===== src/rtl/spd_pkg.sv =====
`default_nettype none
// ----------------------------------------------------------------------------
// spd_pkg
// Types, codes and constants of the sync-word packet deframer.
// ----------------------------------------------------------------------------
package spd_pkg;

  localparam int TYPE_COUNT_DEF = 16;
  localparam int HEADER_BYTES   = 4;
  localparam int SEQ_BYTES      = 2;
  localparam int COUNT_ADJ      = SEQ_BYTES - HEADER_BYTES;

  localparam logic [7:0] SYNC_A_BYTE = 8'hAA;
  localparam logic [7:0] SYNC_B_BYTE = 8'h55;
  // payload starts after type and size in the packet buffer
  localparam logic [7:0] FIRST_OFFSET = 8'd2;

  typedef enum logic [1:0] {
    FUNC_BYTE      = 2'd0,
    FUNC_INSTALL   = 2'd1,
    FUNC_UNINSTALL = 2'd2
  } func_e;

  typedef enum logic [3:0] {
    ST_UNSYNC    = 4'd0,
    ST_SYNCA     = 4'd1,
    ST_SYNCB     = 4'd2,
    ST_TYPE      = 4'd3,
    ST_UNKNOWN   = 4'd4,
    ST_BADSIZE   = 4'd5,
    ST_SIZE      = 4'd6,
    ST_PAYLOAD   = 4'd7,
    ST_DONE      = 4'd8,
    ST_CRCOK     = 4'd9,
    ST_CRCERR    = 4'd10,
    ST_OK        = 4'd11,
    ST_RANGE     = 4'd12,
    ST_INSTERR   = 4'd13,
    ST_UNINSTERR = 4'd14
  } status_e;

  typedef enum logic [2:0] {
    PH_SYNC_A  = 3'd0,
    PH_SYNC_B  = 3'd1,
    PH_TYPE    = 3'd2,
    PH_SIZE    = 3'd3,
    PH_PAYLOAD = 3'd4,
    PH_CHECK   = 3'd5
  } phase_e;

  typedef struct packed {
    logic [1:0] func;
    logic [7:0] byte_value;
    logic [7:0] type_id;
    logic [7:0] size_value;
    logic       any_size;
  } in_t;

  typedef struct packed {
    logic [3:0] status;
    logic [7:0] data_byte;
    logic [7:0] byte_offset;
    logic [7:0] packet_type;
  } out_t;

  // table write from the commit stage
  typedef struct packed {
    logic       install;
    logic       remove;
    logic [7:0] addr;
    logic       any_size;
    logic [7:0] size;
  } tbl_wr_t;

  // one table entry as seen by the commit stage
  typedef struct packed {
    logic       used;
    logic       any_size;
    logic [7:0] size;
  } slot_t;

endpackage
`default_nettype wire


===== src/rtl/spd_type_table.sv =====
`default_nettype none
// ----------------------------------------------------------------------------
// spd_type_table
// Installed-type table: used bits in flops, size entries in a synchronous
// RAM with a registered read and write-to-read forwarding.
// ----------------------------------------------------------------------------
module spd_type_table #(
  parameter int TYPE_COUNT = spd_pkg::TYPE_COUNT_DEF,
  localparam int AW = $clog2(TYPE_COUNT)
) (
  input  wire logic            clk_i,
  input  wire logic            rst_ni,
  input  wire logic            rd_en_i,
  input  wire logic [7:0]      rd_addr_i,
  input  wire logic [7:0]      chk_addr_i,
  input  wire spd_pkg::tbl_wr_t wr_i,
  output spd_pkg::slot_t       slot_o
);
  import spd_pkg::*;

  logic [8:0]            mem_q [TYPE_COUNT];
  logic [8:0]            rdata_q;
  logic [TYPE_COUNT-1:0] used_q;
  logic [TYPE_COUNT-1:0] used_d;
  logic                  fwd_hit_q;
  logic [8:0]            fwd_data_q;
  logic [8:0]            wdata;
  logic [8:0]            entry;

  assign wdata = {wr_i.any_size, wr_i.size};

  always_ff @(posedge clk_i) begin
    if (wr_i.install) begin
      mem_q[wr_i.addr[AW-1:0]] <= wdata;
    end
    if (rd_en_i) begin
      rdata_q <= mem_q[rd_addr_i[AW-1:0]];
    end
  end

  // a write landing on the edge of the read is caught here
  always_ff @(posedge clk_i or negedge rst_ni) begin
    if (!rst_ni) begin
      fwd_hit_q <= 1'b0;
    end else if (rd_en_i) begin
      fwd_hit_q <= wr_i.install && (wr_i.addr[AW-1:0] == rd_addr_i[AW-1:0]);
    end
  end

  always_ff @(posedge clk_i) begin
    if (rd_en_i) begin
      fwd_data_q <= wdata;
    end
  end

  always_comb begin
    used_d = used_q;
    if (wr_i.install) begin
      used_d[wr_i.addr[AW-1:0]] = 1'b1;
    end
    if (wr_i.remove) begin
      used_d[wr_i.addr[AW-1:0]] = 1'b0;
    end
  end

  always_ff @(posedge clk_i or negedge rst_ni) begin
    if (!rst_ni) begin
      used_q <= '0;
    end else begin
      used_q <= used_d;
    end
  end

  assign entry           = fwd_hit_q ? fwd_data_q : rdata_q;
  assign slot_o.used     = used_q[chk_addr_i[AW-1:0]];
  assign slot_o.any_size = entry[8];
  assign slot_o.size     = entry[7:0];

endmodule
`default_nettype wire


===== src/rtl/sync_packet_deframer_top.sv =====
`default_nettype none
// ----------------------------------------------------------------------------
// sync_packet_deframer_top
// Byte-serial frame receiver (AA 55 type size payload xor) with type table.
// ----------------------------------------------------------------------------
// Usage:
//   Input channel in_valid_i / in_stall_o / in_i carries one request per
//   cycle unless stalled: a line byte, an install or uninstall of a packet type.
//   Output channel out_valid_o / out_stall_i / out_o returns one status per
//   request, in order, with the payload byte and its buffer offset when the
//   request was a payload byte, and the current packet type.
//   Path: a request taken at the input is held in the commit stage (s1_q)
//   and then registered into out_q, from which out_o presents it.
//   Throughput: one request per cycle while the output is not stalled; the
//   table RAM is read at accept and the entry is used in the commit cycle,
//   with a write forwarded when the previous request edited the same type.
//   Stall: a valid result holds in out_q while out_stall_i is high; one more
//   request may wait in the commit stage, after which in_stall_o rises.
//   Reset: all types uninstalled at once (flop used bits, no clearing pass),
//   frame walk waits for the first sync byte, both stages empty.
// ----------------------------------------------------------------------------
module sync_packet_deframer_top #(
  parameter int TYPE_COUNT = spd_pkg::TYPE_COUNT_DEF
) (
  input  wire logic        clk_i,
  input  wire logic        rst_ni,
  input  wire logic        in_valid_i,
  output logic             in_stall_o,
  input  wire spd_pkg::in_t in_i,
  output logic             out_valid_o,
  input  wire logic        out_stall_i,
  output spd_pkg::out_t    out_o
);
  import spd_pkg::*;

  localparam logic [8:0] TC9 = 9'(TYPE_COUNT);

  logic    accept, advance, commit;
  logic    s1_valid_q, s1_valid_d;
  in_t     s1_q;
  logic    out_valid_q, out_valid_d;
  out_t    out_q, out_d;

  phase_e  phase_q, phase_d;
  logic [7:0] xor_q, xor_d;
  logic [7:0] type_q, type_d;
  logic [7:0] left_q, left_d;
  logic [7:0] offs_q, offs_d;
  logic       lat_any_q, lat_any_d;
  logic [7:0] lat_size_q, lat_size_d;

  logic [7:0] rd_addr, chk_addr, c, tid;
  logic       c_in_range, tid_in_range, size_match, cnt_bad;
  logic [9:0] cnt_w;
  logic [7:0] cnt;
  logic [7:0] left_dec;
  tbl_wr_t    tbl_wr;
  slot_t      slot;
  status_e    status;
  logic [7:0] data_b, offs_b;

  // --- handshake ------------------------------------------------------------
  assign advance    = !out_valid_q || !out_stall_i;
  assign in_stall_o = s1_valid_q && !advance;
  assign accept     = in_valid_i && !in_stall_o;
  assign commit     = s1_valid_q && advance;

  assign s1_valid_d = accept ? 1'b1 : (commit ? 1'b0 : s1_valid_q);

  always_ff @(posedge clk_i or negedge rst_ni) begin
    if (!rst_ni) begin
      s1_valid_q <= 1'b0;
    end else begin
      s1_valid_q <= s1_valid_d;
    end
  end

  always_ff @(posedge clk_i) begin
    if (accept) begin
      s1_q <= in_i;
    end
  end

  // --- table ----------------------------------------------------------------
  assign rd_addr  = (in_i.func == FUNC_BYTE) ? in_i.byte_value : in_i.type_id;
  assign c        = s1_q.byte_value;
  assign tid      = s1_q.type_id;
  assign chk_addr = (s1_q.func == FUNC_BYTE) ? c : tid;

  assign c_in_range   = {1'b0, c} < TC9;
  assign tid_in_range = {1'b0, tid} < TC9;

  always_comb begin
    tbl_wr.install  = commit && (s1_q.func == FUNC_INSTALL) && tid_in_range && !slot.used;
    tbl_wr.remove   = commit && (s1_q.func == FUNC_UNINSTALL) && tid_in_range && slot.used;
    tbl_wr.addr     = tid;
    tbl_wr.any_size = s1_q.any_size;
    tbl_wr.size     = s1_q.size_value;
  end

  spd_type_table #(
    .TYPE_COUNT(TYPE_COUNT)
  ) u_table (
    .clk_i     (clk_i),
    .rst_ni    (rst_ni),
    .rd_en_i   (accept),
    .rd_addr_i (rd_addr),
    .chk_addr_i(chk_addr),
    .wr_i      (tbl_wr),
    .slot_o    (slot)
  );

  // --- frame arithmetic -----------------------------------------------------
  assign size_match = lat_any_q || (lat_size_q == c);
  assign cnt_w      = {2'b00, c} + 10'(COUNT_ADJ);
  assign cnt_bad    = cnt_w[9] || (cnt_w == '0);
  assign cnt        = cnt_w[8] ? 8'hFF : cnt_w[7:0];
  assign left_dec   = left_q - 8'd1;

  // --- next state -----------------------------------------------------------
  always_comb begin
    phase_d    = phase_q;
    xor_d      = xor_q;
    type_d     = type_q;
    left_d     = left_q;
    offs_d     = offs_q;
    lat_any_d  = lat_any_q;
    lat_size_d = lat_size_q;
    if (commit && (s1_q.func == FUNC_BYTE)) begin
      case (phase_q)
        PH_SYNC_A: begin
          xor_d = '0;
          if (c == SYNC_A_BYTE) begin
            phase_d = PH_SYNC_B;
          end
        end
        PH_SYNC_B: begin
          if (c == SYNC_B_BYTE) begin
            phase_d = PH_TYPE;
            xor_d   = '0;
          end else begin
            phase_d = PH_SYNC_A;
          end
        end
        PH_TYPE: begin
          xor_d  = xor_q ^ c;
          type_d = c;
          if (!c_in_range) begin
            phase_d = PH_SYNC_A;
          end else begin
            lat_any_d  = slot.any_size;
            lat_size_d = slot.size;
            phase_d    = slot.used ? PH_SIZE : PH_SYNC_A;
          end
        end
        PH_SIZE: begin
          phase_d = PH_SYNC_A;
          if (size_match && !cnt_bad) begin
            xor_d   = xor_q ^ c;
            left_d  = cnt;
            offs_d  = FIRST_OFFSET;
            phase_d = PH_PAYLOAD;
          end
        end
        PH_PAYLOAD: begin
          xor_d  = xor_q ^ c;
          offs_d = offs_q + 8'd1;
          left_d = left_dec;
          if (left_dec == '0) begin
            phase_d = PH_CHECK;
          end
        end
        default: begin
          phase_d = PH_SYNC_A;
        end
      endcase
    end
  end

  // --- result ---------------------------------------------------------------
  always_comb begin
    status = ST_RANGE;
    data_b = '0;
    offs_b = '0;
    case (s1_q.func)
      FUNC_BYTE: begin
        case (phase_q)
          PH_SYNC_A:  status = (c == SYNC_A_BYTE) ? ST_SYNCA : ST_UNSYNC;
          PH_SYNC_B:  status = (c == SYNC_B_BYTE) ? ST_SYNCB : ST_UNSYNC;
          PH_TYPE: begin
            if (!c_in_range) begin
              status = ST_UNSYNC;
            end else begin
              status = slot.used ? ST_TYPE : ST_UNKNOWN;
            end
          end
          PH_SIZE:    status = (size_match && !cnt_bad) ? ST_SIZE : ST_BADSIZE;
          PH_PAYLOAD: begin
            status = (left_dec == '0) ? ST_DONE : ST_PAYLOAD;
            data_b = c;
            offs_b = offs_q;
          end
          PH_CHECK:   status = (c == xor_q) ? ST_CRCOK : ST_CRCERR;
          default:    status = ST_UNSYNC;
        endcase
      end
      FUNC_INSTALL: begin
        if (!tid_in_range) begin
          status = ST_RANGE;
        end else begin
          status = slot.used ? ST_INSTERR : ST_OK;
        end
      end
      FUNC_UNINSTALL: begin
        if (!tid_in_range) begin
          status = ST_RANGE;
        end else begin
          status = slot.used ? ST_OK : ST_UNINSTERR;
        end
      end
      default: status = ST_RANGE;
    endcase
  end

  always_comb begin
    out_d.status      = status;
    out_d.data_byte   = data_b;
    out_d.byte_offset = offs_b;
    out_d.packet_type = type_d;
  end

  assign out_valid_d = commit ? 1'b1 : (out_stall_i ? out_valid_q : 1'b0);

  always_ff @(posedge clk_i or negedge rst_ni) begin
    if (!rst_ni) begin
      out_valid_q <= 1'b0;
      phase_q     <= PH_SYNC_A;
      xor_q       <= '0;
      type_q      <= '0;
      left_q      <= '0;
      offs_q      <= '0;
      lat_any_q   <= 1'b0;
      lat_size_q  <= '0;
    end else begin
      out_valid_q <= out_valid_d;
      phase_q     <= phase_d;
      xor_q       <= xor_d;
      type_q      <= type_d;
      left_q      <= left_d;
      offs_q      <= offs_d;
      lat_any_q   <= lat_any_d;
      lat_size_q  <= lat_size_d;
    end
  end

  always_ff @(posedge clk_i) begin
    if (commit) begin
      out_q <= out_d;
    end
  end

  assign out_valid_o = out_valid_q;
  assign out_o       = out_q;

  // --- checks ---------------------------------------------------------------
  a_stall_needs_item: assert property (@(posedge clk_i) disable iff (!rst_ni)
    in_stall_o |-> s1_valid_q)
    else $error("input stalled with empty commit stage");

  a_commit_shows: assert property (@(posedge clk_i) disable iff (!rst_ni)
    commit |=> out_valid_q)
    else $error("committed request not presented");

  a_payload_left: assert property (@(posedge clk_i) disable iff (!rst_ni)
    (phase_q == PH_PAYLOAD) |-> (left_q != '0))
    else $error("payload phase with no bytes left");

  a_done_to_check: assert property (@(posedge clk_i) disable iff (!rst_ni)
    (commit && (status == ST_DONE)) |=> (phase_q == PH_CHECK))
    else $error("last payload byte did not reach checksum phase");

endmodule
`default_nettype wire


===== config.mk =====
export PLATFORM = sky130hd
export DESIGN_NAME = sync_packet_deframer_top
export DESIGN_NICKNAME = d
export VERILOG_FILES = /design/src/rtl/spd_pkg.sv /design/src/rtl/spd_type_table.sv /design/src/rtl/sync_packet_deframer_top.sv
export SDC_FILE = /design/constraint.sdc
export NUM_CORES = 1
export LEC_CHECK = 0
export BUFFER_PORTS_ARGS = -buffer_cell sky130_fd_sc_hd__buf_2
export CAP_MARGIN = 20
export CORE_ASPECT_RATIO = 1.5
export CORE_UTILIZATION = 45
export CTS_CLUSTER_SIZE = 25
export DETAILED_ROUTE_END_ITERATION = 10
export PLACE_DENSITY_LB_ADDON = 0.3
export SETUP_SLACK_MARGIN = 0.02
export SLEW_MARGIN = 10
export SYNTH_ARGS = -nofsm -noshare
export SYNTH_HDL_FRONTEND = slang
export SYNTH_SLANG_ARGS = --single-unit

===== constraint.sdc =====
create_clock -name clk_i -period 4.4 [get_ports clk_i]
set_clock_uncertainty 0.15 [all_clocks]
set_input_delay 0.44 -clock clk_i [delete_from_list [all_inputs] [get_ports clk_i]]
set_output_delay 0.44 -clock clk_i [all_outputs]
set_load 0.01 [all_outputs]

==> qor.csv, run 1 <==
stage,metric,value,unit
status,status,"complete, no violations",
setup_path,cp_max_fo,17,
sta,setup_violations,0,
setup_path,worstPathArrival,3.69,ns
sta,finalHoldViolCount,0,
clock_network,cts_buffer_depth,3,
finish,layout_common_cells,"edfxtp_1 (217), dfrtp_1 (63), buf_2 (60)",
routing,viasPerCell,5.80,
clock_network,clkTransAtPathRegs,0.06,ns
finish,num-nets-final,969,
synthesis,syn_avg_cell_area,14.7,sq um
routing,ant_nets,0,
power_and_ir_drop,p_per_area,402,mW/mm^2
clock_network,cts_setup_buffers,0,
routing,first_pass_iters,5,
setup_path,crit_path_end_kind,flop,
setup_path,critical_path.max_stage_delay,0.78,ns
global_routing,globalRouteTotalUtil,20.8,%
min_path,min_path_cells,1,
clock_network,worstSkewPairLatency,0.55,ns
floorplan,die_h,203,um
finish,final_cells,1286,
synthesis,synth_top_area_share,53.8,%
routing,drc,0,
setup_path,cp_top_family,simple AND/OR/NAND/NOR gates,
placement,place.gp.congestion,0.907,
clock_network,clkSinkCount,280,
synthesis,synth_area_leaders,"edfxtp_1 (54%), dfrtp_1 (13%), mux4_2 (7.1%), mux2i_1 (1.8%), o21ai_0 (1.8%)",
global_routing,grt_antenna_before_repair,0,
global_routing,grt_max_degree,46,
clock_network,cts_resized,0,
global_routing,grt_pass1_wl,43000,um
finish,num_antenna_cells,0,
floorplan,fp-row-count,73,
synthesis,seq_area_frac_synth,66.8,%
min_path,min_to,c[3],
power_and_ir_drop,p_switching,1.24,mW
synthesis,synth-seq-cells,280,
setup_path,reg2reg_from,s1_q[25],
synthesis,synth_cells,824,
clock_network,cts-root-buf,clkbuf_16,
power_and_ir_drop,pwr-share-clk,40.7,%
sta,max_freq,272,MHz
setup_path,cp_slowest_cell,nor3_2,
synthesis,synth_fp_nets,863,
synthesis,synth_cell_type_count,63,
synthesis,yosysTopAreaCell,edfxtp_1,
min_path,hold_path_class,input pin to flop,
routing,routed_wl,27700,um
setup_path,startpoint_type,flop,
synthesis,synth_edf_count,217,
power_and_ir_drop,cellLeakagePower,5.24,nW
setup_path,cp_cell_sequence,inv_1 -> ha_1 -> mux2_4 -> mux4_2 -> a22oi_1 -> and3_1 -> nand4_4 -> nor3_2,
sta,period_share,83.6,%
synthesis,async_reset_ff_share,22.5,%
routing,routedWlPerCell,21.5,um
sta,period_minus_slack,3.68,ns
min_path,min_from,in_i[20],
job,maxCapViolCount,0,
clock_network,cts_buffers,27,
power_and_ir_drop,combPwrFrac,6.4,%
setup_path,crit_required,4.41,ns
routing,first_iter_violations,674,
floorplan,start_util,45.8,%
floorplan,die_w,136,um
power_and_ir_drop,peakVddDrop,308,uV
sta,tightest_slew,1.04,ns
setup_path,path_buf_inv,1,
finish,final_area,0.0141,sq mm
placement,placed_cells,1211,
routing,route.vias.total,7464,
floorplan,dieArea,0.0276,sq mm
global_routing,grt_pass1_vias,7454,
setup_path,critPathKind,flop to flop,
floorplan,io_pins,61,
global_routing,grt_overflow,0,
finish,syn2layout_area_growth,16.2,%
setup_path,r2r_slack,0.72,ns
sta,slew_headroom,30.8,%
placement,portBuffers,60,
clock_network,htree_levels,1,
power_and_ir_drop,swShare,22.0,%
clock_network,ctsHoldBuffers,27,
sta,setup-tns-final,0,ns
floorplan,core_area,0.0265,sq mm
sta,rsz0062_at_grt,false,
setup_path,rr_worst_depth,8,
finish,final_common_cell,edfxtp_1,
power_and_ir_drop,seq_power_share,52.9,%
clock_network,cts_tree,built,
synthesis,ys.flop_type,edfxtp_1,
setup_path,timing.rr.end,u_table.mem_q[11][1],
power_and_ir_drop,p_int,4.41,mW
placement,dpl_cell_area,0.0129,sq mm
finish,drive_gt1_share,20.4,%
placement,dp_hpwl,19000,um
synthesis,synth_area,0.0121,sq mm
sta,slew_viol_final,0,
synthesis,ys.warnings.count,0,
## worst max path at each step
stage              from                   end  slack, ns  cells after the start
2_1_floorplan  s1_q[25]  u_table.mem_q[12][0]       0.73                      9
3_3_place_gp   s1_q[25]  u_table.mem_q[11][8]       0.78                      8
3_5_place_dp   s1_q[25]  u_table.mem_q[11][7]       0.73                      8
4_1_cts        s1_q[25]  u_table.mem_q[11][1]       0.71                      8
5_1_grt        s1_q[26]  u_table.mem_q[11][1]       0.45                      8
6_report       s1_q[25]  u_table.mem_q[11][1]       0.72                      8
## area by class of cell
class                   count  area, sq um
flip-flops and latches    280         8090
well taps                 337          422
clock buffers              35          726
repair buffers            119          815
inverters                  18         67.6
clock inverters            13          146
fillers                  2220        12400
multi-input cells         484         3810
## per-stage QoR
| stage | hold WS [ns] | util [%] | power (mW) | worst slack (ns) |
|---|---|---|---|---|
| 6_report | 0.0308 | 53.2 | 5.66 | 0.720 |
| 5_1_grt | 0.0282 | 53.2 | 5.83 | 0.455 |
| 4_1_cts | 0.0174 | 53.2 | 5.71 | 0.710 |
| 3_5_place_dp | 0.312 | 48.8 | 3.40 | 0.731 |
| 3_3_place_gp | 0.310 | 48.8 | 3.39 | 0.776 |
| 2_1_floorplan | -0.00559 | - | 3.24 | 0.728 |
## power groups by stage
stage,sequential (mW),combinational (mW),clock (mW)
4_1_cts,3.00,0.367,2.35
6_report,3.00,0.361,2.30
3_5_place_dp,3.05,0.346,0
2_1_floorplan,3.01,0.222,0
5_1_grt,3.00,0.395,2.44
3_3_place_gp,3.05,0.342,0
## sequential cells by signal (all words and copies together), names as in the netlist
signal / count
phase_q: 3
out_valid_o: 1
s1_q: 11
u_table.fwd_hit_q: 1
left_q: 8
u_table.fwd_data_q: 9
out_o: 28
xor_q: 8
lat_size_q: 8
tid: 8
c: 8
u_table.used_q: 16
s1_valid_q: 1
lat_any_q: 1
u_table.mem_q: 144
offs_q: 8
u_table.rdata_q: 9
type_q: 8
## metal layers
metal	track usage, %	up-vias	part of all wire, %
li1	-	3407	-
met1	24.3	3721	38
met2	37.1	265	53
met3	2.37	71	4.2
met4	10.9	0	5.0
met5	0	-	0
## kinds of logic (layout without fill, tap and decap cells)
logic type | after synthesis | count (layout) | share of synthesized area (%)
xor+xnor | 26 | 26 | 1.88
compound gates | 158 | 158 | 8.40
simple gates | 226 | 226 | 10.2
flops | 280 | 280 | 66.8
buf+inv | 60 | 185 | 2.15
mux | 66 | 66 | 9.73
fa+ha+maj | 8 | 8 | 0.826
## cells in the mapped netlist, types with 3 or more instances
library cell and n:
and3_1 24, nor2b_1 15, mux2i_1 22, a32o_1 4, or2_2 3, nor2_1 37
a2bb2oi_1 17, xor2_1 14, o21ai_0 44, nor3_2 9, dfrtp_1 63, buf_1 3
buf_6 3, nor4_1 8, a21o_1 3, nor3b_1 3, nand2_1 53, a21oi_1 40
clkbuf_1 28, mux4_2 38, nor3_1 16, buf_2 7, edfxtp_1 217, and2_1 3
a31oi_1 4, nand2b_1 12, inv_1 18, o21a_1 5, ha_1 8, o22ai_1 4
nand4_1 7, nand3b_1 7, a211o_1 7, nand3_1 17, a211oi_1 9, xnor2_1 12
o31ai_1 5, nor4_2 3
No activity file was read; power rests on OpenSTA's default activity.
==> run 2: changes to the inputs <==
==> constraint.sdc (replaced) <==
create_clock -name clk_i -period 3 [get_ports clk_i]
set_clock_uncertainty 0.15 [all_clocks]
set_input_delay 0.3 -clock clk_i [delete_from_list [all_inputs] [get_ports clk_i]]
set_output_delay 0.3 -clock clk_i [all_outputs]
set_load 0.01 [all_outputs]
==> run 2 against run 1 <==
  * The flow now finishes with violations (negative setup slack)
  * Sequential share of layout area fell by 4.1 points
  * Fmax rose by 22%
  * Non-clock buffer count increased by 70
  * Critical path depth is 3 higher
  * Register-to-register slack worse by 0.75 ns
  * Worst hold slack better by 0.17 ns
  * Setup slack got worse by 0.75 ns
  * Clock power grew 60%
  * Design area increased by 7.8%
  * Largest power group unchanged
==> qor.csv, run 2 (synthesis results as in run 1) <==
stage,metric,value,unit,change
placement,dpl_cell_area,0.0137,sq mm,was 0.0129 sq mm
setup_path,cpMostUsedCell,buf_12,,
global_routing,grt_pass1_wl,45400,um,was 43000 um
routing,routedWlPerCell,21.6,um,was 21.5 um
clock_network,cts_tree,built,,unchanged
setup_path,startpoint_type,flop,,unchanged
sta,finalHoldViolCount,0,,unchanged
routing,viasPerCell,5.74,,was 5.80
placement,place.gp.congestion,0.923,,was 0.907
floorplan,io_pins,61,,unchanged
routing,first_iter_violations,663,,was 674
finish,num_antenna_cells,0,,unchanged
sta,rsz0062_at_grt,true,,was false
placement,dp_hpwl,20100,um,was 19000 um
sta,tightest_slew,0.752,ns,was 1.04 ns
min_path,hold_path_class,input pin to async pin,,was input pin to flop
setup_path,cp_max_fo,10,,was 17
setup_path,reg2reg_from,s1_q[26],,was s1_q[25]
clock_network,clkTransAtPathRegs,0.07,ns,was 0.06 ns
status,status,finished with violations,,"was complete, no violations"
clock_network,htree_levels,1,,unchanged
setup_path,crit_required,3.11,ns,was 4.41 ns
floorplan,dieArea,0.0276,sq mm,unchanged
power_and_ir_drop,power,8.69,mW,was 5.66 mW
floorplan,die_h,203,um,unchanged
clock_network,cts_buffers,26,,was 27
global_routing,grt_pass1_vias,7985,,was 7454
floorplan,start_util,45.8,%,unchanged
sta,final.setup.worst_slack,-0.0248,ns,was 0.720 ns
floorplan,core_area,0.0265,sq mm,unchanged
routing,route.vias.total,7778,,was 7464
finish,nFillCells,2110,,was 2220
routing,routed_wl,29300,um,was 27700 um
finish,num-nets-final,1038,,was 969
setup_path,timing.rr.end,u_table.mem_q[11][1],,unchanged
sta,period_minus_slack,3.02,ns,was 3.68 ns
global_routing,grt_antenna_before_repair,0,,unchanged
clock_network,cts_buffer_depth,3,,unchanged
setup_path,path_buf_inv,4,,was 1
routing,ant_nets,0,,unchanged
sta,max_freq,331,MHz,was 272 MHz
finish,drive_gt1_share,28.2,%,was 20.4%
global_routing,grt_overflow,0,,unchanged
global_routing,grt_max_degree,37,,was 46
sta,period_share,101,%,was 83.6%
routing,first_pass_iters,5,,unchanged
sta,slew_viol_final,0,,unchanged
status,failed_checks,negative setup slack,,
setup_path,critical_path.max_stage_delay,0.44,ns,was 0.78 ns
sta,slew_headroom,49.9,%,was 30.8%
finish,layout_common_cells,"edfxtp_1 (217), buf_4 (71), dfrtp_1 (63)",,"was edfxtp_1 (217), dfrtp_1 (63), buf_2 (60)"
clock_network,cts-root-buf,clkbuf_16,,unchanged
finish,syn2layout_area_growth,25.2,%,was 16.2%
routing,drc,0,,unchanged
finish,final_common_cell,edfxtp_1,,unchanged
setup_path,r2r_slack,-0.02,ns,was 0.72 ns
power_and_ir_drop,p_per_area,573,mW/mm^2,was 402 mW/mm^2
sta,setup_violations,37,,was 0
finish,final_area,0.0152,sq mm,was 0.0141 sq mm
setup_path,cp_slowest_cell,mux4_2,,was nor3_2
floorplan,fp-row-count,73,,unchanged
setup_path,rr_worst_depth,11,,was 8
setup_path,worstPathArrival,3.14,ns,was 3.69 ns
setup_path,critPathKind,flop to flop,,unchanged
power_and_ir_drop,cellLeakagePower,5.85,nW,was 5.24 nW
clock_network,clkSinkCount,280,,unchanged
power_and_ir_drop,peakVddDrop,454,uV,was 308 uV
finish,largest_reg_flops,144,,unchanged
floorplan,die_w,136,um,unchanged
global_routing,globalRouteTotalUtil,22.1,%,was 20.8%
setup_path,crit_path_end_kind,flop,,unchanged
setup_path,cp_cell_sequence,inv_2 -> ha_4 -> mux2_4 -> mux4_2 -> a22oi_2 -> and3_4 -> nand4_4 -> buf_12 -> buf_12 -> nor3_4 -> buf_12,,was inv_1 -> ha_1 -> mux2_4 -> mux4_2 -> a22oi_1 -> and3_1 -> nand4_4 -> nor3_2
placement,portBuffers,60,,unchanged
job,maxCapViolCount,0,,unchanged
setup_path,cp_top_family,multiplexers,,was simple AND/OR/NAND/NOR gates
clock_network,worstSkewPairLatency,0.55,ns,about the same
## run 2: metal layers
layer	global-route usage (%)	up-vias	share of wire, %
li1	-	3542	-
met1	25.8	3857	38
met2	39.2	283	53
met3	2.47	96	4.2
met4	11.7	0	5.4
met5	0	-	0
## run 2: how the worst max path moves through the flow
stage,startpoint,endpoint,depth (start not counted)
finish,s1_q[26],u_table.mem_q[11][1],11
global route,s1_q[26],u_table.mem_q[4][3],10
CTS,s1_q[26],u_table.mem_q[12][8],10
detailed placement,s1_q[25],u_table.mem_q[0][8],10
global placement,s1_q[26],u_table.mem_q[0][7],10
floorplan,s1_q[26],u_table.mem_q[9][0],10
## run 2: metrics by stage
| stage | hold WS (ns) | TNS (ns) | setup slack [ns] | std cells | utilization [%] |
|---|---|---|---|---|---|
| floorplan | -0.146 | -29.98 | -0.232 | 824 | - |
| global placement | 0.228 | -6.71 | -0.105 | 1266 | 51.6 |
| detailed placement | 0.239 | -10.08 | -0.149 | 1266 | 51.6 |
| CTS | 0.199 | -1.60 | -0.0404 | 1351 | 56.7 |
| global route | 0.267 | -12.51 | -0.156 | 1355 | 57.3 |
| finish | 0.201 | -0.441 | -0.0248 | 1355 | 57.3 |
## run 2: layout make-up
class                   count  area (sq um)  share of cell area (%)
well taps                 337           422                    2.78
flip-flops and latches    280          8090                    53.3
repair buffers            189          1580                    10.4
clock inverters            15           259                    1.71
clock buffers              32           694                    4.58
inverters                  18          67.6                   0.445
multi-input cells         484          4060                    26.7
## run 2: where the power goes
group	leakage (nW)	switching (mW)	internal, mW
clock network	0.464	1.43	2.25
logic	2.51	0.358	0.283
registers	2.87	0.0867	4.28
## run 2: what timing repair did
| item | 4_1_cts | 5_1_grt |
|---|---|---|
| setup endpoints to repair | 154 | 174 |
| hold endpoints to repair | 56 | 0 |
| gates cloned | 4 | 2 |
| gates resized for setup | 13 | 29 |
| hold buffers | 31 | 0 |
| setup buffers | 3 | 3 |
| pin swaps | 6 | 3 |
